## src/sv/lsoa_pkg.sv

```systemverilog
package lsoa_pkg;

  // configuration port shape
  localparam int CFG_IDX_W  = 3;
  localparam int CFG_DATA_W = 16;

  // register indexes
  localparam logic [CFG_IDX_W-1:0] CFG_SCAN_LENGTH = 3'd0;
  localparam logic [CFG_IDX_W-1:0] CFG_STOP_DIST   = 3'd1;
  localparam logic [CFG_IDX_W-1:0] CFG_FRONT_CLEAR = 3'd2;
  localparam logic [CFG_IDX_W-1:0] CFG_AVOID_DUR   = 3'd3;
  localparam logic [CFG_IDX_W-1:0] CFG_AVOID_SPEED = 3'd4;
  localparam logic [CFG_IDX_W-1:0] CFG_AVOID_TURN  = 3'd5;
  localparam logic [CFG_IDX_W-1:0] CFG_RAND_SEED   = 3'd6;

  // register widths and reset values
  localparam int LEN_CFG_W = 11;
  localparam int DUR_W     = 8;
  localparam int TURN_W    = 15;
  localparam int CD_W      = 9;

  localparam int          RST_SCAN_LENGTH = 360;
  localparam logic [15:0] RST_STOP_DIST   = 16'd300;
  localparam logic [15:0] RST_FRONT_CLEAR = 16'd1000;
  localparam logic [7:0]  RST_AVOID_DUR   = 8'd10;
  localparam logic [15:0] RST_AVOID_SPEED = 16'd50;
  localparam logic [14:0] RST_AVOID_TURN  = 15'd500;
  localparam logic [15:0] RST_LFSR        = 16'd1;

  // galois lfsr taps
  localparam logic [15:0] LFSR_TAPS = 16'hB400;

  // divide by three: multiply by 21846 and drop 16 bits, exact up to 4096
  localparam logic [15:0] RECIP3       = 16'd21846;
  localparam int          RECIP3_SHIFT = 16;

  // modulo unit, one dividend bit per cycle
  localparam int DIV_STEPS = 16;
  localparam int DIV_CNT_W = $clog2(DIV_STEPS);

  typedef struct packed {
    logic acc;          // take one sample into the scan accumulators
    logic start;        // step lfsr and load the modulo unit
    logic div_step;     // one modulo iteration
    logic finish_hold;  // decision without a new countdown
    logic finish_new;   // decision that loads a new countdown
  } ctrl_cmd_t;

  typedef struct packed {
    logic is_last;      // next sample closes the scan
    logic need_start;   // avoidance wanted and no countdown running
  } dp_sts_t;

endpackage

```

## src/sv/laser_scan_obstacle_avoider_unit.sv

```systemverilog
// Reactive obstacle avoider fed with laser range samples in scan order, one beat
// per sample. Samples are taken at one per cycle. After the last sample of a scan
// the input stalls for the decision: only the decision state when no new avoidance
// countdown starts; when one starts, an lfsr step, a bit-serial modulo by the
// avoidance duration, then the result write. The last sample of a scan is
// also held off while the previous decision still sits unread in the result
// register; other samples keep flowing. One result beat is produced per scan.
// Configuration writes are always ready and must only be issued while idle.
module laser_scan_obstacle_avoider_unit import lsoa_pkg::*; #(
  parameter int MAX_SCAN   = 1024,
  parameter int RANGE_BITS = 16
) (
  input  logic                  clk,
  input  logic                  rst_n,
  input  logic                  in_valid,
  output logic                  in_stall,
  input  logic [15:0]           in_range_mm,
  output logic                  out_valid,
  input  logic                  out_stall,
  output logic                  out_avoiding,
  output logic                  out_cruise,
  output logic                  out_stopped,
  output logic                  out_obstruction,
  output logic [15:0]           out_forward_speed_mm_s,
  output logic signed [15:0]    out_turn_rate_mrad_s,
  output logic                  out_turn_updated,
  output logic [15:0]           out_min_left_mm,
  output logic [15:0]           out_min_right_mm,
  output logic [CD_W-1:0]       out_countdown_left,
  input  logic                  cfg_valid,
  output logic                  cfg_ready,
  input  logic [CFG_IDX_W-1:0]  cfg_index,
  input  logic [CFG_DATA_W-1:0] cfg_data
);

  ctrl_cmd_t cmd;
  dp_sts_t   sts;
  logic      cfg_we;

  assign cfg_ready = 1'b1;
  assign cfg_we    = cfg_valid && cfg_ready;

  // sequencer
  lsoa_ctrl u_ctrl (
    .clk       (clk),
    .rst_n     (rst_n),
    .in_valid  (in_valid),
    .in_stall  (in_stall),
    .out_valid (out_valid),
    .out_stall (out_stall),
    .sts       (sts),
    .cmd       (cmd)
  );

  // scan accumulators, modulo unit and result register
  lsoa_dp #(
    .MAX_SCAN   (MAX_SCAN),
    .RANGE_BITS (RANGE_BITS)
  ) u_dp (
    .clk                    (clk),
    .rst_n                  (rst_n),
    .in_range_mm            (in_range_mm),
    .cfg_we                 (cfg_we),
    .cfg_index              (cfg_index),
    .cfg_data               (cfg_data),
    .cmd                    (cmd),
    .sts                    (sts),
    .out_avoiding           (out_avoiding),
    .out_cruise             (out_cruise),
    .out_stopped            (out_stopped),
    .out_obstruction        (out_obstruction),
    .out_forward_speed_mm_s (out_forward_speed_mm_s),
    .out_turn_rate_mrad_s   (out_turn_rate_mrad_s),
    .out_turn_updated       (out_turn_updated),
    .out_min_left_mm        (out_min_left_mm),
    .out_min_right_mm       (out_min_right_mm),
    .out_countdown_left     (out_countdown_left)
  );

  // at most one command a cycle
  a_cmd_onehot: assert property (@(posedge clk) disable iff (!rst_n)
    $onehot0({cmd.acc, cmd.start, cmd.div_step, cmd.finish_hold, cmd.finish_new}))
    else $error("controller issued overlapping commands");

  // a decision always shows up as a result beat
  a_finish_out: assert property (@(posedge clk) disable iff (!rst_n)
    (cmd.finish_hold || cmd.finish_new) |=> out_valid)
    else $error("decision did not raise out_valid");

  // a new turn only comes with avoidance
  a_turn_avoid: assert property (@(posedge clk) disable iff (!rst_n)
    (out_valid && out_turn_updated) |-> (out_avoiding && !out_cruise))
    else $error("turn updated while cruising");

  // stopped means no forward motion
  a_stop_speed: assert property (@(posedge clk) disable iff (!rst_n)
    (out_valid && out_stopped) |-> (out_forward_speed_mm_s == 16'd0))
    else $error("forward speed while stopped");

endmodule

```

## src/sv/lsoa_dp.sv

```systemverilog
module lsoa_dp import lsoa_pkg::*; #(
  parameter int MAX_SCAN   = 1024,
  parameter int RANGE_BITS = 16
) (
  input  logic                  clk,
  input  logic                  rst_n,
  input  logic [15:0]           in_range_mm,
  input  logic                  cfg_we,
  input  logic [CFG_IDX_W-1:0]  cfg_index,
  input  logic [CFG_DATA_W-1:0] cfg_data,
  input  ctrl_cmd_t             cmd,
  output dp_sts_t               sts,
  output logic                  out_avoiding,
  output logic                  out_cruise,
  output logic                  out_stopped,
  output logic                  out_obstruction,
  output logic [15:0]           out_forward_speed_mm_s,
  output logic signed [15:0]    out_turn_rate_mrad_s,
  output logic                  out_turn_updated,
  output logic [15:0]           out_min_left_mm,
  output logic [15:0]           out_min_right_mm,
  output logic [CD_W-1:0]       out_countdown_left
);

  localparam int NW      = $clog2(MAX_SCAN + 1);
  localparam int IDX_W   = (MAX_SCAN > 1) ? $clog2(MAX_SCAN) : 1;
  localparam int LW      = (NW > LEN_CFG_W) ? NW : LEN_CFG_W;
  localparam int CW      = (RANGE_BITS > 16) ? RANGE_BITS : 16;
  localparam int PW      = NW + 16;
  localparam int RST_LEN = (RST_SCAN_LENGTH > MAX_SCAN) ? MAX_SCAN : RST_SCAN_LENGTH;
  localparam logic [NW-1:0] RST_N_V     = NW'(RST_LEN);
  localparam logic [NW-1:0] RST_THIRD_V = NW'(RST_LEN / 3);
  localparam logic [NW-1:0] RST_HALF_V  = NW'(RST_LEN / 2);
  localparam logic [NW-1:0] RST_UPPER_V = NW'(RST_LEN - RST_LEN / 3);

  // configuration registers
  logic [NW-1:0]     len_r, third_r, half_r, upper_r;
  logic [15:0]       stop_r, front_r, speed_r;
  logic [DUR_W-1:0]  dur_r;
  logic [TURN_W-1:0] turn_r;

  // scan and decision state
  logic [IDX_W-1:0]      idx_r;
  logic [RANGE_BITS-1:0] left_min_r, right_min_r;
  logic                  blocked_r, close_r;
  logic [CD_W-1:0]       cd_r;
  logic [15:0]           held_turn_r;
  logic [15:0]           lfsr_r, lfsr_nxt;
  logic [15:0]           dvd_r;
  logic [DUR_W-1:0]      rem_r;

  // clamped length and its thirds, worked out on the write
  logic [LW-1:0]  len_raw;
  logic [NW-1:0]  len_clamp, len_third;
  logic [PW-1:0]  third_prod;

  always_comb begin
    len_raw = LW'(cfg_data[LEN_CFG_W-1:0]);
    if (len_raw == '0) begin
      len_clamp = NW'(1);
    end else if (len_raw > LW'(MAX_SCAN)) begin
      len_clamp = NW'(MAX_SCAN);
    end else begin
      len_clamp = NW'(len_raw);
    end
    third_prod = PW'(len_clamp) * PW'(RECIP3);
    len_third  = NW'(third_prod >> RECIP3_SHIFT);
  end

  always_ff @(posedge clk) begin
    if (!rst_n) begin
      len_r   <= RST_N_V;
      third_r <= RST_THIRD_V;
      half_r  <= RST_HALF_V;
      upper_r <= RST_UPPER_V;
      stop_r  <= RST_STOP_DIST;
      front_r <= RST_FRONT_CLEAR;
      dur_r   <= RST_AVOID_DUR;
      speed_r <= RST_AVOID_SPEED;
      turn_r  <= RST_AVOID_TURN;
    end else if (cfg_we) begin
      case (cfg_index)
        CFG_SCAN_LENGTH: begin
          len_r   <= len_clamp;
          third_r <= len_third;
          half_r  <= len_clamp >> 1;
          upper_r <= len_clamp - len_third;
        end
        CFG_STOP_DIST:   stop_r  <= cfg_data;
        CFG_FRONT_CLEAR: front_r <= cfg_data;
        CFG_AVOID_DUR: begin
          dur_r <= (cfg_data[DUR_W-1:0] == '0) ? DUR_W'(1) : cfg_data[DUR_W-1:0];
        end
        CFG_AVOID_SPEED: speed_r <= cfg_data;
        CFG_AVOID_TURN:  turn_r  <= cfg_data[TURN_W-1:0];
        default: ;
      endcase
    end
  end

  // sample classification
  logic [CW-1:0]         range_ext, r_cmp;
  logic [RANGE_BITS-1:0] r;
  logic [NW-1:0]         idx_n;
  logic                  in_front, is_close, is_left;

  always_comb begin
    range_ext = CW'(in_range_mm);
    r         = range_ext[RANGE_BITS-1:0];
    r_cmp     = CW'(r);
    idx_n     = NW'(idx_r);
    in_front  = (idx_n > third_r) && (idx_n < upper_r) && (r_cmp < CW'(front_r));
    is_close  = r_cmp < CW'(stop_r);
    is_left   = idx_n > half_r;
  end

  assign sts.is_last = ({1'b0, idx_n} + (NW+1)'(1)) >= {1'b0, len_r};

  // decision terms
  logic avoid_now;
  assign avoid_now      = blocked_r || close_r || (cd_r != '0);
  assign sts.need_start = (blocked_r || close_r) && (cd_r == '0);

  // lfsr step
  always_comb begin
    lfsr_nxt = (lfsr_r >> 1) ^ (lfsr_r[0] ? LFSR_TAPS : 16'd0);
  end

  // restoring modulo iteration
  logic [DUR_W:0] rem_sh, rem_sub;
  always_comb begin
    rem_sh  = {rem_r, dvd_r[15]};
    rem_sub = rem_sh - {1'b0, dur_r};
  end

  // new countdown and turn
  logic [CD_W-1:0] cd_new, cd_out;
  logic [15:0]     turn_pos, turn_new, turn_out;
  logic            avoid_out;

  always_comb begin
    cd_new    = CD_W'(rem_r) + CD_W'(dur_r) - CD_W'(1);
    turn_pos  = {1'b0, turn_r};
    turn_new  = (left_min_r < right_min_r) ? (16'd0 - turn_pos) : turn_pos;
    avoid_out = cmd.finish_new || avoid_now;
    if (cmd.finish_new) begin
      cd_out = cd_new;
    end else if (avoid_now) begin
      cd_out = cd_r - CD_W'(1);
    end else begin
      cd_out = cd_r;
    end
    turn_out = cmd.finish_new ? turn_new : held_turn_r;
  end

  logic finish;
  assign finish = cmd.finish_hold || cmd.finish_new;

  // scan accumulators and decision state
  always_ff @(posedge clk) begin
    if (!rst_n) begin
      idx_r       <= '0;
      left_min_r  <= '1;
      right_min_r <= '1;
      blocked_r   <= 1'b0;
      close_r     <= 1'b0;
      cd_r        <= '0;
      held_turn_r <= '0;
    end else if (finish) begin
      idx_r       <= '0;
      left_min_r  <= '1;
      right_min_r <= '1;
      blocked_r   <= 1'b0;
      close_r     <= 1'b0;
      cd_r        <= cd_out;
      held_turn_r <= turn_out;
    end else if (cmd.acc) begin
      if (in_front) blocked_r <= 1'b1;
      if (is_close) close_r <= 1'b1;
      if (is_left) begin
        if (r < left_min_r) left_min_r <= r;
      end else begin
        if (r < right_min_r) right_min_r <= r;
      end
      if (!sts.is_last) idx_r <= idx_r + IDX_W'(1);
    end
  end

  // lfsr, seeded by a register write
  always_ff @(posedge clk) begin
    if (!rst_n) begin
      lfsr_r <= RST_LFSR;
    end else if (cfg_we && (cfg_index == CFG_RAND_SEED)) begin
      lfsr_r <= (cfg_data == '0) ? RST_LFSR : cfg_data;
    end else if (cmd.start) begin
      lfsr_r <= lfsr_nxt;
    end
  end

  // modulo unit registers
  always_ff @(posedge clk) begin
    if (cmd.start) begin
      dvd_r <= lfsr_nxt;
      rem_r <= '0;
    end else if (cmd.div_step) begin
      dvd_r <= dvd_r << 1;
      rem_r <= rem_sh[DUR_W] || (rem_sh >= {1'b0, dur_r}) ?
               rem_sub[DUR_W-1:0] : rem_sh[DUR_W-1:0];
    end
  end

  // result register
  logic [CW-1:0] left_ext, right_ext;
  assign left_ext  = CW'(left_min_r);
  assign right_ext = CW'(right_min_r);

  always_ff @(posedge clk) begin
    if (finish) begin
      out_avoiding           <= avoid_out;
      out_cruise             <= !avoid_out;
      out_stopped            <= close_r;
      out_obstruction        <= blocked_r;
      out_forward_speed_mm_s <= (avoid_out && !close_r) ? speed_r : 16'd0;
      out_turn_rate_mrad_s   <= turn_out;
      out_turn_updated       <= cmd.finish_new;
      out_min_left_mm        <= left_ext[15:0];
      out_min_right_mm       <= right_ext[15:0];
      out_countdown_left     <= cd_out;
    end
  end

endmodule

```

## src/sv/lsoa_ctrl.sv

```systemverilog
module lsoa_ctrl import lsoa_pkg::*; (
  input  logic      clk,
  input  logic      rst_n,
  input  logic      in_valid,
  output logic      in_stall,
  output logic      out_valid,
  input  logic      out_stall,
  input  dp_sts_t   sts,
  output ctrl_cmd_t cmd
);

  typedef enum logic [1:0] {
    S_SCAN,
    S_DEC,
    S_DIV,
    S_FIN
  } state_t;

  state_t               state_r, state_nxt;
  logic                 out_valid_r, out_valid_nxt;
  logic [DIV_CNT_W-1:0] cnt_r, cnt_nxt;

  // input stalls outside the scan state; the last beat of a scan also waits until the result register is free
  assign in_stall  = (state_r != S_SCAN) || (sts.is_last && out_valid_r);
  assign out_valid = out_valid_r;

  always_comb begin
    cmd           = '0;
    state_nxt     = state_r;
    cnt_nxt       = cnt_r;
    out_valid_nxt = out_valid_r && out_stall;
    case (state_r)
      S_SCAN: begin
        cmd.acc = in_valid && !in_stall;
        if (cmd.acc && sts.is_last) state_nxt = S_DEC;
      end
      S_DEC: begin
        if (sts.need_start) begin
          cmd.start = 1'b1;
          cnt_nxt   = '0;
          state_nxt = S_DIV;
        end else begin
          cmd.finish_hold = 1'b1;
          out_valid_nxt   = 1'b1;
          state_nxt       = S_SCAN;
        end
      end
      S_DIV: begin
        cmd.div_step = 1'b1;
        cnt_nxt      = cnt_r + DIV_CNT_W'(1);
        if (cnt_r == DIV_CNT_W'(DIV_STEPS - 1)) state_nxt = S_FIN;
      end
      S_FIN: begin
        cmd.finish_new = 1'b1;
        out_valid_nxt  = 1'b1;
        state_nxt      = S_SCAN;
      end
      default: state_nxt = S_SCAN;
    endcase
  end

  always_ff @(posedge clk) begin
    if (!rst_n) begin
      state_r     <= S_SCAN;
      out_valid_r <= 1'b0;
      cnt_r       <= '0;
    end else begin
      state_r     <= state_nxt;
      out_valid_r <= out_valid_nxt;
      cnt_r       <= cnt_nxt;
    end
  end

endmodule
```

## config.mk

```make
export PLATFORM = sky130hd
export DESIGN_NAME = laser_scan_obstacle_avoider_unit
export DESIGN_NICKNAME = d
export VERILOG_FILES = /design/src/sv/lsoa_pkg.sv /design/src/sv/laser_scan_obstacle_avoider_unit.sv /design/src/sv/lsoa_dp.sv /design/src/sv/lsoa_ctrl.sv
export SDC_FILE = /design/constraint.sdc
export NUM_CORES = 1
export LEC_CHECK = 0
export BUFFER_PORTS_ARGS = -buffer_cell sky130_fd_sc_hd__buf_4
export CELL_PAD_IN_SITES_DETAIL_PLACEMENT = 1
export CELL_PAD_IN_SITES_GLOBAL_PLACEMENT = 2
export CORE_MARGIN = 3
export CORE_UTILIZATION = 35
export DETAILED_ROUTE_END_ITERATION = 7
export GPL_ROUTABILITY_DRIVEN = 0
export PLACE_DENSITY_LB_ADDON = 0.1
export SETUP_SLACK_MARGIN = 0.02
export SYNTH_ARGS = -nofsm -noshare
export SYNTH_HDL_FRONTEND = slang
export SYNTH_SLANG_ARGS = --single-unit
```

## constraint.sdc

```tcl
create_clock -name clk -period 5.7 [get_ports clk]
set_clock_uncertainty 0.05 [all_clocks]
set_input_delay 0 -clock clk [delete_from_list [all_inputs] [get_ports clk]]
set_output_delay 0 -clock clk [all_outputs]
set_load 0.01 [all_outputs]
```

; ---- Yosys cells after proc, flatten, opt, wreduce, memory -nomap -nowiden
; Index checks and enable logic that the tools add are counted.
[classes]
addsub = 9
n_mul = 1
magnitude_cmp = 11
n_eq_ne = 13
mux = 29
bitwise_logic = 4
n_reduce_logical = 43
[ops]
columns = cell, n
row1 = 16-bit two-way mux, 8
row2 = 16-bit less-than comparator, 5
row3 = 11-bit by 14-bit multiplier with 25-bit output (second input constant), 1
row4 = 11-bit two-way mux, 2
row5 = 2-bit AND reduction, 11
row6 = 10-bit greater-than comparator, 2
row7 = 9-bit two-way mux, 2
row8 = 9-bit by 1-bit subtractor with 9-bit output (second input constant), 2
row9 = 16-bit zero test, 1
row10 = 8-bit two-way mux, 2
row11 = 1-bit by 15-bit subtractor with 16-bit output (first input constant), 1
row12 = 15-bit by 16-bit XOR with 16-bit output, 1
row13 = 12-bit by 11-bit >= comparator with 1-bit output, 1
row14 = 10-bit by 1-bit adder with 11-bit output (second input constant), 1
row15 = 11-bit greater-than comparator (second input constant), 1
row16 = 11-bit zero test, 1
row17 = 10-bit by 11-bit less-than comparator with 1-bit output, 1
row18 = 11-bit by 10-bit subtractor with 11-bit output, 1
row19 = 10-bit by 1-bit adder with 10-bit output (second input constant), 1
row20 = 8-bit by 8-bit adder with 9-bit output, 1
row21 = 3-bit equality test (second input constant), 3
row22 = 9-bit by 8-bit >= comparator with 1-bit output, 1
row23 = 1-bit logical AND, 9
row24 = 9-bit zero test, 1
row25 = other kinds (25), 50
[word_totals]
regBits = 307
output_inout_bits = 81
elab_cells = 142

; ---- Logic depth before layout (Yosys ltp)
; Gate-level depths: netlist (run 1).
[logic_depth]
word_depth = 9
depth_mapped = 32
ltp_nobuf = 32

; ---- Cells and area by module
; Synthesis (run 1) repeated with hierarchy kept, for this count alone.
[unflattened]
cells_unflattened = 1915
area_unflattened_um2 = 17768.3
[by_module_without_submodules]
columns = module, n_inst, cells_per_inst, area_per_inst_um2
row1 = lsoa_dp, 1, 1871, 17392.9
row2 = lsoa_ctrl, 1, 42, 364.1
row3 = laser_scan_obstacle_avoider_unit, 1, 2, 11.3

; ---- Least setup slack after synthesis (run 1)
; No wires, ideal clock.
[synth_timing]
path_kind = input port to flip-flop
startpoint = input cfg_data[7]
endpoint = register u_dp.upper_r[10]
setup_ns = 0.123
t_arrival_ns = 6.057
required_time_ns = 5.527
setup_slack_ns = -0.530
path_stages = 27
path_buffers = 1
cell_sequence = clkbuf_1 > nand2_1 > inv_1 > ha_1 > inv_1 > fa_1 > fa_1 > fa_1 > fa_1 > inv_1 > ha_1 > a211oi_1 > o21ai_0 > nand2_1 > o21ai_0 > a21oi_1 > o21bai_1 > a21oi_1 > o21bai_1 > xnor2_1 > ha_1 > a21oi_1 > maj3_2 > maj3_2 > maj3_2 > a221oi_1 > nor3_2
[synth_via]
elab_chain_len = 5
[synth_rtl]
columns = element, line
row1 = from (decl), laser_scan_obstacle_avoider_unit.sv:33  ; input logic [CFG_DATA_W-1:0] cfg_data
row2 = 11-bit greater-than comparator, lsoa_dp.sv:61  ; end else if (len_raw > LW'(MAX_SCAN)) begin
row3 = 11-bit two-way mux, lsoa_dp.sv:61
row4 = 11-bit two-way mux (*), lsoa_dp.sv:59  ; if (len_raw == '0) begin
row5 = net u_dp.len_clamp[7], lsoa_dp.sv:54  ; logic [NW-1:0] len_clamp, len_third;
row6 = 11-bit by 14-bit multiplier with 25-bit output, lsoa_dp.sv:66  ; third_prod = PW'(len_clamp) * PW'(RECIP3);
row7 = 11-bit by 10-bit subtractor with 11-bit output (*), lsoa_dp.sv:87  ; upper_r <= len_clamp - len_third;
row8 = to (signal assigned), lsoa_dp.sv:87
row9 = to (decl), lsoa_dp.sv:37  ; logic [NW-1:0] len_r, third_r, half_r, upper_r;
; Mark *: on every way through the listed nets, which the timed path passes. The rest lies on a longest branch.
; A chain may end at the register's enable or synchronous reset.

; ---- Worst setup path after layout (run 1)
[layout_timing]
startpoint = input cfg_data[10]
endpoint = register u_dp.upper_r[10]
[layout_via]
elab_chain_len = 5
[layout_rtl]
columns = element, line
row1 = 11-bit greater-than comparator, lsoa_dp.sv:61
row2 = 11-bit two-way mux, lsoa_dp.sv:61
row3 = 11-bit two-way mux (*), lsoa_dp.sv:59
row4 = net u_dp.len_clamp[7], lsoa_dp.sv:54
row5 = 11-bit by 14-bit multiplier with 25-bit output (*), lsoa_dp.sv:66
row6 = net u_dp.len_third[0], lsoa_dp.sv:54
row7 = 11-bit by 10-bit subtractor with 11-bit output (*), lsoa_dp.sv:87
; Marked as above.

==> results of run 1 <==
-- power breakdown --
| group | switching, µW | internal, µW | leakage (µW) |
|---|---|---|---|
| logic | 866 | 811 | 0.00683 |
| clock network | 923 | 1360 | 0.000566 |
| registers | 31.3 | 2220 | 0.00254 |
| total | 1820 | 4390 | 0.00993 |
-- worst max-delay path: cells and delay by family --
kind | cells | cell delay (ns)
AOI/OAI and AO/OA | 5 | 0.74
xor gates and xnor gates | 1 | 0.15
adders and majority gates | 11 | 3.84
buffers and inverters | 8 | 0.61
and+or+nand+nor | 5 | 0.64
-- cell families after synthesis --
kind of cell	after synthesis	synth area share, %
simple gates	614	16.1
compound gates	426	15.8
buf+inv	309	6.64
flops	297	38.8
fa+ha+maj	257	19.7
xor+xnor	57	2.81
mux	3	0.169
other cells	1	0.0211
-- routing by layer --
layer / wire, µm / vias up / share of wire [%] / track usage [%]
li1: - / 7156 / - / -
met5: 13 / - / 0.025 / 0
met3: 1540 / 55 / 3.0 / 2.47
met1: 24800 / 7019 / 48 / 26.7
met4: 885 / 2 / 1.7 / 4.32
met2: 24300 / 153 / 47 / 32.8
-- cell usage in the layout (no fill, tap or decap), types with 5 or more instances in the layout --
master,synthesis,final
nand4_1,15,15
dlygate4sd3_1,0,41
nand3_1,60,59
buf_4,1,222
nor3_1,17,14
and3_1,12,12
o211ai_1,43,43
a21o_1,59,59
nand2_1,297,292
fa_1,37,33
nor3_2,2,5
xor2_1,26,25
clkbuf_1,77,13
o21a_1,5,5
or3_1,15,15
dfxtp_1,203,203
ha_4,0,6
edfxtp_1,94,94
a21oi_1,65,59
inv_1,221,214
nor2_1,85,82
ha_1,216,208
nor2b_1,31,29
nand2b_1,20,20
a21oi_2,0,6
nor3b_1,7,6
a31oi_1,32,32
inv_2,0,5
o21ai_0,100,93
clkinv_1,2,7
nor4_1,6,6
xnor2_1,31,29
clkbuf_16,0,38
a21boi_0,70,70
o21bai_1,8,7
and2_1,31,31
-- worst paths after layout --
path                                                            end  slack (ns)                       startpoint
worst max-delay path                  u_dp.upper_r[10]$_SDFFE_PN0P_        0.07                     cfg_data[10]
worst min-delay path                   u_dp.speed_r[0]$_SDFFE_PN0P_        0.04                     cfg_index[0]
worst max register to register         u_ctrl.cnt_r[2]$_SDFFE_PN0P_        1.67        u_dp.cd_r[3]$_SDFFE_PN0P_
worst min register to register  u_dp.out_min_right_mm[15]$_DFFE_PP_        0.41  u_dp.right_ext[15]$_SDFFE_PP1P_
-- repair_timing --
item | in CTS | in global routing
hold buffers | 41 | 0
setup buffers | 0 | 9
pin swaps | 3 | 36
hold endpoints to repair | 119 | 0
endpoints found under the setup margin | 4 | 4
resized for setup | 8 | 28
cloned | 0 | 0
-- area by class of cell --
cell class / instances / area (µm²)
timing repair buffer: 265 / 2110
antenna: 1 / 2.50
clock buffer: 54 / 1040
tap: 664 / 831
fill: 5746 / 27600
clock inverter: 13 / 126
multi-input combinational: 1359 / 9970
inverter: 223 / 845
sequential: 297 / 6890
-- sequential cells by signal, summed over array words and instances (netlist names), 8 cells and up, named ones only --
| name | cells |
|---|---|
| u_dp.idx_r | 10 |
| u_dp.third_r | 10 |
| u_dp.held_turn_r | 16 |
| u_dp.out_min_left_mm | 16 |
| u_dp.cd_r | 9 |
| u_dp.turn_r | 15 |
| u_dp.out_min_right_mm | 16 |
| u_dp.lfsr_r | 16 |
| u_dp.speed_r | 16 |
| u_dp.upper_r | 11 |
| u_dp.dvd_r | 16 |
| u_dp.out_countdown_left | 9 |
| u_dp.stop_r | 16 |
| u_dp.out_forward_speed_mm_s | 16 |
| u_dp.out_turn_rate_mrad_s | 16 |
| u_dp.len_r | 11 |
| u_dp.left_ext | 16 |
| u_dp.dur_r | 8 |
| u_dp.front_r | 16 |
| u_dp.right_ext | 16 |
| u_dp.rem_r | 8 |
-- through the flow --
step | power (µW) | cells
after floorplan | 3230 | 1965
after global placement | 3760 | 2758
after detailed placement | 3820 | 2758
after CTS | 6190 | 2866
after global routing | 6610 | 2875
final | 6210 | 2876
==> flow_summary.toml, run 1 <==
[clock_network]
cts.sinks = 297
clkLatencyLatePin_ns = 0.54
clock_path_buffers = 3
htreeDepth = 2
cts_buffers = 38
cts-root-buf = "clkbuf_16"
tritoncts = "yes"
clk_pin_slew_ns = 0.06

[timing]
fmax_mhz = 178
rsz0062_at_grt = "yes"
slew-limit-headroom_pct = 24.3
fin_ws_ns = 0.0693
period_minus_slack_ns = 5.63
fin_crit_sh_pct = 98.8
fin_setup_tns_ns = 0
hold_viol = 0
setup_viol = 0
hold_slack_ns = 0.0351
worst_pin_slew_ns = 1.11
slew_viol_final = 0

[die]
rows = 81
start_util_pct = 35.9
die_area_um2 = 53400
ios = 121
chipHeight_um = 231
core_region_area_um2 = 49500
die_width_um = 231

[place]
dpl.hpwl_um = 38900
place_ws_ns = -0.778
place_area_um2 = 20000
port_buffers = 119

[global_routing]
grt_pass1_vias = 15000
grt_max_degree = 80
antenna_found_initial = 2
grt_overflow = 0
grt_pass1_wl_um = 82900
grt_use_total_pct = 19.4

[worst_hold_path]
hold_class = "primary input to flop"
hold_depth = 5

[worst_setup_path]
worstPathArrival_ns = 5.99
endpoint_kind = "flop"
cp_data_required_time_ns = 6.06
r2r_cells = 12
startpoint_type = "primary input"
slowest_stage = "fa_2"
crit_fanout = 4
critPathMaxStageDelay_ns = 0.58
crit_type = "primary input to flop"

[synth]
syn_area_per_cell_um2 = 9.03
ys_seq_area_share_pct = 38.8
syn-instance-count = 1964
synth_top_cells_by_count = "nand2_1, inv_1, ha_1"
yosys.area.top_type = "dfxtp_1"
yosysWarnings = 0
synth_edf_count = 94
synth_area_leaders = "dfxtp_1, edfxtp_1, ha_1"
ys_ff_latch = 297
synthMostInstantiatedCell = "nand2_1"
syn_area_um2 = 17700
synth.distinct_cells = 71
synth_ff_type = "dfxtp_1"
synth_top_area_share_pct = 22.9
async_flop_share_pct = 0

[route]
vias_per_cell = 5.00
wl_per_cell_um = 17.9
drt_pass1_iterations = 5
via_count = 14400
first_iter_violations = 630
drc = 0
ant_nets = 0
wirelength_um = 51600

[layout]
drive_gt1_share_pct = 15.7
final_util_pct = 44.1
fin_area_um2 = 21800
nets = 2477
area_growth_pct = 22.9

[power]
power_per_cell_area_nw_per_um2 = 285
peakVddDrop_mv = 0.170
power_leakage_uw = 0.00993

[run]
maxCapViolCount = 0

[status]
run_status = "complete, no violations"
Power figures use the tool's default switching activity.
==> run 2, diff against run 1 <==
Settings changed: ABC_AREA set to 1, CORE_UTILIZATION 35 to 34, SKIP_LAST_GASP set to 1.
==> run 2 against run 1 <==
  * Power increased by 14%
  * Sequential power about the same
  * Cell count increased by 11%
  * Core utilization decreased by 0.068 points
  * Hold slack improved by 0.0028 ns
  * First-iteration DRC count decreased by 14%
==> flow_summary.toml, run 2 <==
[route]
ant_nets = 0
drt_pass1_iterations = 5
wirelength_um = 57300
routed.top_layer = "met5"
drc = 0
first_iter_violations = 543
wl_met3_um = 1740
dr_wl_met2_um = 28700
via_count = 15700
wl_met1_um = 26000
wl_per_cell_um = 17.9
vias_per_cell = 4.88

[timing]
fmax_mhz = 176
worst_pin_slew_ns = 1.18
slew_viol_final = 0
setup_viol = 0
rsz0062_at_grt = "yes"
slew-limit-headroom_pct = 19.6
period_minus_slack_ns = 5.68
hold_viol = 0
fin_crit_sh_pct = 99.7

[layout]
nets = 2789
area_growth_pct = 27.2
regArea_um2 = 6890
nFillCells = 6162
final_common_cell = "nand2_1"
drive_gt1_share_pct = 18.2
final_util_pct = 44.0
layout_common_cells = "nand2_1, inv_1, buf_4"
multiInputGateArea_um2 = 9720

[clock_network]
cts_buffers = 37
tritoncts = "yes"
cts-root-buf = "clkbuf_16"
cts.sinks = 297
htreeDepth = 2
clkLatencyLatePin_ns = 0.55
clock_path_buffers = 3
clk_pin_slew_ns = 0.06

[synth]
async_flop_share_pct = 0
synth_ff_type = "dfxtp_1"
ys_seq_area_share_pct = 38.5
syn_area_um2 = 17900
ys_ff_latch = 297
syn-instance-count = 2182
synthMostInstantiatedCell = "nand2_1"
synth_top_cells_by_count = "nand2_1, inv_1, ha_1"
synth_edf_count = 94
synth.distinct_cells = 56
yosys.area.top_type = "dfxtp_1"
syn_area_per_cell_um2 = 8.19
synth_area_leaders = "dfxtp_1, edfxtp_1, ha_1"
synth_top_area_share_pct = 22.7
yosysWarnings = 0

[global_routing]
grt_overflow = 0
grt_pass1_wl_um = 91500
grt_pass1_vias = 16400
antenna_found_initial = 5
grt_use_total_pct = 20.6
grt_max_degree = 98

[die]
die_width_um = 235
chipHeight_um = 235
start_util_pct = 34.6
rows = 83
ios = 121
die_area_um2 = 55300
core_region_area_um2 = 51600

[worst_setup_path]
endpoint_kind = "flop"
cp_top_family = "adder cells"
worstPathArrival_ns = 6.07
cp_num_buf_inv = 8
crit_type = "primary input to flop"
slowest_stage = "fa_1"
cp_data_required_time_ns = 6.09
critPathMaxStageDelay_ns = 0.58
crit_fanout = 4
startpoint_type = "primary input"

[run]
maxCapViolCount = 0

[worst_hold_path]
hold_class = "primary input to flop"

[power]
total_power_uw = 7110
power_per_cell_area_nw_per_um2 = 313
peakVddDrop_mv = 0.296
power_leakage_uw = 0.0108

[place]
port_buffers = 119
dpl.hpwl_um = 43500

[status]
run_status = "complete, no violations"
==> run 2: cell types whose count changed after synthesis, sizes merged, moves of 35 or more <==
| cell | delta |
|---|---|
| o21ai | +43 |
| a21o | -56 |
| a21boi | -66 |
| nand2 | +146 |
| clkbuf | -35 |
| inv | +139 |
| nor2 | +67 |
| a21oi | +124 |
==> run 2: path summary, 6_finish.rpt <==
kind                                                    start                                 to  slack [ns]  depth (start not counted)
worst min register to register  u_dp.left_ext[0]$_SDFFE_PP1P_  u_dp.out_min_left_mm[0]$_DFFE_PP_        0.38                          0
worst max-delay path                              cfg_data[2]       u_dp.upper_r[8]$_SDFFE_PN0P_        0.02                         39
worst min-delay path                              cfg_data[5]         u_dp.len_r[5]$_SDFFE_PN1P_        0.04                          5
worst max register to register     u_dp.idx_r[1]$_SDFFE_PP0P_     u_dp.right_ext[5]$_SDFFE_PP1P_        1.61                         19
==> run 2: report_power, final <==
| group | internal (µW) | switching [µW] |
|---|---|---|
| sequential | 2240 | 40.0 |
| clock | 1370 | 965 |
| combinational | 1160 | 1340 |
| total | 4770 | 2340 |
==> run 2: stage by stage <==
stage / cells / setup slack, ns / instance area, µm² / hold slack (ns) / setup TNS (ns)
floorplan: 2183 / 0.0205 / 18000 / 0.0762 / 0
global placement: 3064 / -0.634 / 20600 / 0.214 / -3.01
detailed placement: 3064 / -0.815 / 20600 / 0.234 / -5.04
CTS: 3199 / 0.0140 / 22400 / 0.00269 / 0
global route: 3205 / -0.235 / 22700 / 0.0419 / -0.550
finish: 3206 / 0.0184 / 22700 / 0.0379 / 0
==> run 2: cell families (layout without fill, tap and decap cells) <==
| group | Yosys count | after routing | synth area share, % |
|---|---|---|---|
| DFF | 297 | 297 | 38.5 |
| AOI/OAI and AO/OA | 444 | 444 | 14.0 |
| xor gates and xnor gates | 38 | 38 | 1.86 |
| other | 1 | 3 | 0.0210 |
| buffers and inverters | 426 | 768 | 9.19 |
| and+or+nand+nor | 723 | 723 | 17.1 |
| adders and majority gates | 253 | 253 | 19.3 |
==> run 2: final cells by class <==
| cell class | count | area share, % |
|---|---|---|
| tap | 680 | 3.74 |
| multi-input combinational | 1460 | 42.8 |
| antenna | 1 | 0.0110 |
| timing repair buffer | 337 | 11.9 |
| inverter | 363 | 6.07 |
| clock inverter | 19 | 0.859 |
| clock buffer | 49 | 4.36 |
| sequential | 297 | 30.3 |
==> run 2: what timing repair did <==
| item | in CTS | in global routing |
|---|---|---|
| gates cloned | 0 | 0 |
| buffers inserted | 11 | 8 |
| pin swaps | 15 | 39 |
| endpoints found under the hold margin | 114 | 0 |
| hold buffers | 56 | 0 |
| gates resized for setup | 13 | 63 |
| setup endpoints to repair | 6 | 8 |
==> run 2: routing by layer <==
metal | vias up | track usage [%]
met3 | 59 | 2.85
met5 | - | 0
met1 | 7588 | 26.5
met4 | 2 | 3.61
met2 | 155 | 37.1
li1 | 7849 | -
==> run 2: worst reg2reg max path, cell delays in order, from the launching register on <==
cell,delay (ns)
dfxtp_1,0.47
ha_1,0.25
nand3_1,0.16
nor3b_1,0.32
nor2_1,0.11
ha_1,0.28
nand2_1,0.08
nor2_1,0.05
a211oi_1,0.17
nand2_1,0.11
a21boi_1,0.16
o21bai_1,0.24
nand2_1,0.16
inv_1,0.05
nor2_1,0.13
nand2_1,0.21
nor2_4,0.47
inv_2,0.29
nand2_1,0.13
nand3_1,0.08
==> run 3, diff against run 2 <==
Settings changed: ABC_AREA 1 to unset, CORE_UTILIZATION 34 to 40.
Clock period 5.7 ns to 7.2 ns, I/O delays scaled along.
==> run 3 against run 2 <==
  * Setup slack improved by 0.51 ns
  * Power fell by 34%
  * Flip-flop and latch count did not move
  * Non-clock buffer count fell by 159
  * Cell count fell by 15%
  * Clock power fell by 19%
  * Critical path type unchanged
  * Critical endpoint is now u_dp.upper_r[9]$_SDFFE_PN0P_
  * Highest routed layer is now met4
==> flow_summary.toml, run 3 (synthesis results as in run 1) <==
[timing]
worst_pin_slew_ns = 1.20
slew-limit-headroom_pct = 19.5
slew_viol_final = 0
setup_viol = 0
fin_crit_sh_pct = 92.6
fin_ws_ns = 0.532
fmax_mhz = 150
period_minus_slack_ns = 6.67
hold_viol = 0
rsz0062_at_grt = "yes"

[route]
drt_pass1_iterations = 5
via_count = 14100
first_iter_violations = 749
wirelength_um = 50000
wl_per_cell_um = 18.4
vias_per_cell = 5.21
drc = 0
ant_nets = 0

[global_routing]
antenna_found_initial = 0
grt_pass1_wl_um = 80600
grt_pass1_vias = 14700
met2_usage_pct = 35.8
use_met1_pct = 29.6
grt_use_total_pct = 21.3
grt_overflow = 0
grt-busiest-layer = "met2"
grt_max_degree = 97
use_met3_pct = 3.04

[power]
intPower_uw = 3320
peakVddDrop_mv = 0.134
clkPwrFrac_pct = 40.5
power_leakage_uw = 0.00948
combPwrFrac_pct = 21.4
switchingPower_uw = 1360
power_per_cell_area_nw_per_um2 = 225
seqPwrFrac_pct = 38.1
swShare_pct = 29.0

[layout]
final_common_cell = "nand2_1"
nets = 2389
drive_gt1_share_pct = 10.5
fin_cells = 2710
area_growth_pct = 17.5
layout_common_cells = "nand2_1, inv_1, ha_1"
n_antenna_cell = 0

[worst_setup_path]
crit_fanout = 6
startpoint_type = "primary input"
crit_path_start = "cfg_data[10]"
cp_data_required_time_ns = 7.56
critPathMaxStageDelay_ns = 0.56
slowest_stage = "fa_1"
r2r_start = "u_dp.idx_r[0]$_SDFFE_PP0P_"
endpoint_kind = "flop"
crit_top_cell = "fa_1"
worstPathArrival_ns = 7.03
crit_type = "primary input to flop"

[die]
die_area_um2 = 46900
ios = 121
rows = 76
chipHeight_um = 217
start_util_pct = 40.8
die_width_um = 217
core_region_area_um2 = 43500

[run]
maxCapViolCount = 0

[clock_network]
postCtsSetupBuffers = 0
cts-root-buf = "clkbuf_16"
htreeDepth = 2
clk_pin_slew_ns = 0.06
cts_buffers = 37
clkLatencyLatePin_ns = 0.55
clock_path_buffers = 3
tritoncts = "yes"
cts.sinks = 297

[place]
place_ws_ns = 0.344
port_buffers = 119
dpl.hpwl_um = 36900
dp.cells = 2607

[worst_hold_path]
holdCritStartpoint = "cfg_index[2]"
hold_class = "primary input to flop"

[status]
run_status = "complete, no violations"
run 3: cell types whose count changed in the layout (fill, tap and decap cells not counted), sizes merged, moves of 43 or more:
cell / before / now
o21ai: 145 / 102
nor2: 152 / 85
inv: 362 / 222
a21oi: 189 / 65
nand2: 443 / 297
a21o: 3 / 59
buf: 281 / 143
a21boi: 4 / 70
run 3: metrics by stage:
step	total power [µW]	util, %	TNS [ns]	area (µm²)	hold slack, ns
final	4680	48.0	0	20800	0.0546
after global routing	4970	48.0	-0.0115	20800	0.0601
after floorplan	2530	-	0	17700	0.0740
after global placement	2770	44.3	0	19200	0.243
after CTS	4740	47.9	0	20800	0.00839
after detailed placement	2810	44.3	0	19200	0.245
run 3: path summary, 6_finish.rpt:
kind                                         to  slack, ns  cells after the start
max                u_dp.upper_r[9]$_SDFFE_PN0P_       0.53                     32
min                u_dp.lfsr_r[14]$_SDFFE_PN0P_       0.05                      3
max reg2reg       u_dp.left_ext[0]$_SDFFE_PP1P_       2.91                     13
min reg2reg  u_dp.out_min_right_mm[4]$_DFFE_PP_       0.41                      0
run 3: layout make-up:
cell class	count	area, µm²
Timing Repair Buffer	178	1420
Multi-Input combinational cell	1359	9720
Inverter	223	842
Sequential cell	297	6890
Clock buffer	57	1070
Clock inverter	11	165
Fill cell	5017	22600
Tap cell	585	732
run 3: power groups by stage:
stage	combinational, µW	sequential [µW]	clock, µW
6_report	1000	1780	1900
5_1_grt	1170	1790	2020
4_1_cts	1010	1780	1950
3_5_place_dp	989	1820	0
3_3_place_gp	953	1820	0
2_1_floorplan	719	1810	0
run 3: per-layer routing:
metal	up-vias	part of all wire (%)
met5	-	0
met4	0	1.3
met3	47	3.4
met2	168	47
met1	6928	49
li1	6979	-
run 3: critical path: cells and delay by family:
| family | cells | cell delay, ns |
|---|---|---|
| compound gates | 13 | 2.06 |
| xor+xnor | 2 | 0.32 |
| fa+ha+maj | 8 | 3.31 |
| buf+inv | 6 | 1.03 |
| simple gates | 3 | 0.28 |
run 3: timing repair:
action / in CTS / in global routing
hold buffers: 35 / 0
hold endpoints to repair: 125 / 0
endpoints found under the setup margin: 0 / 4
gates resized for setup: 0 / 7
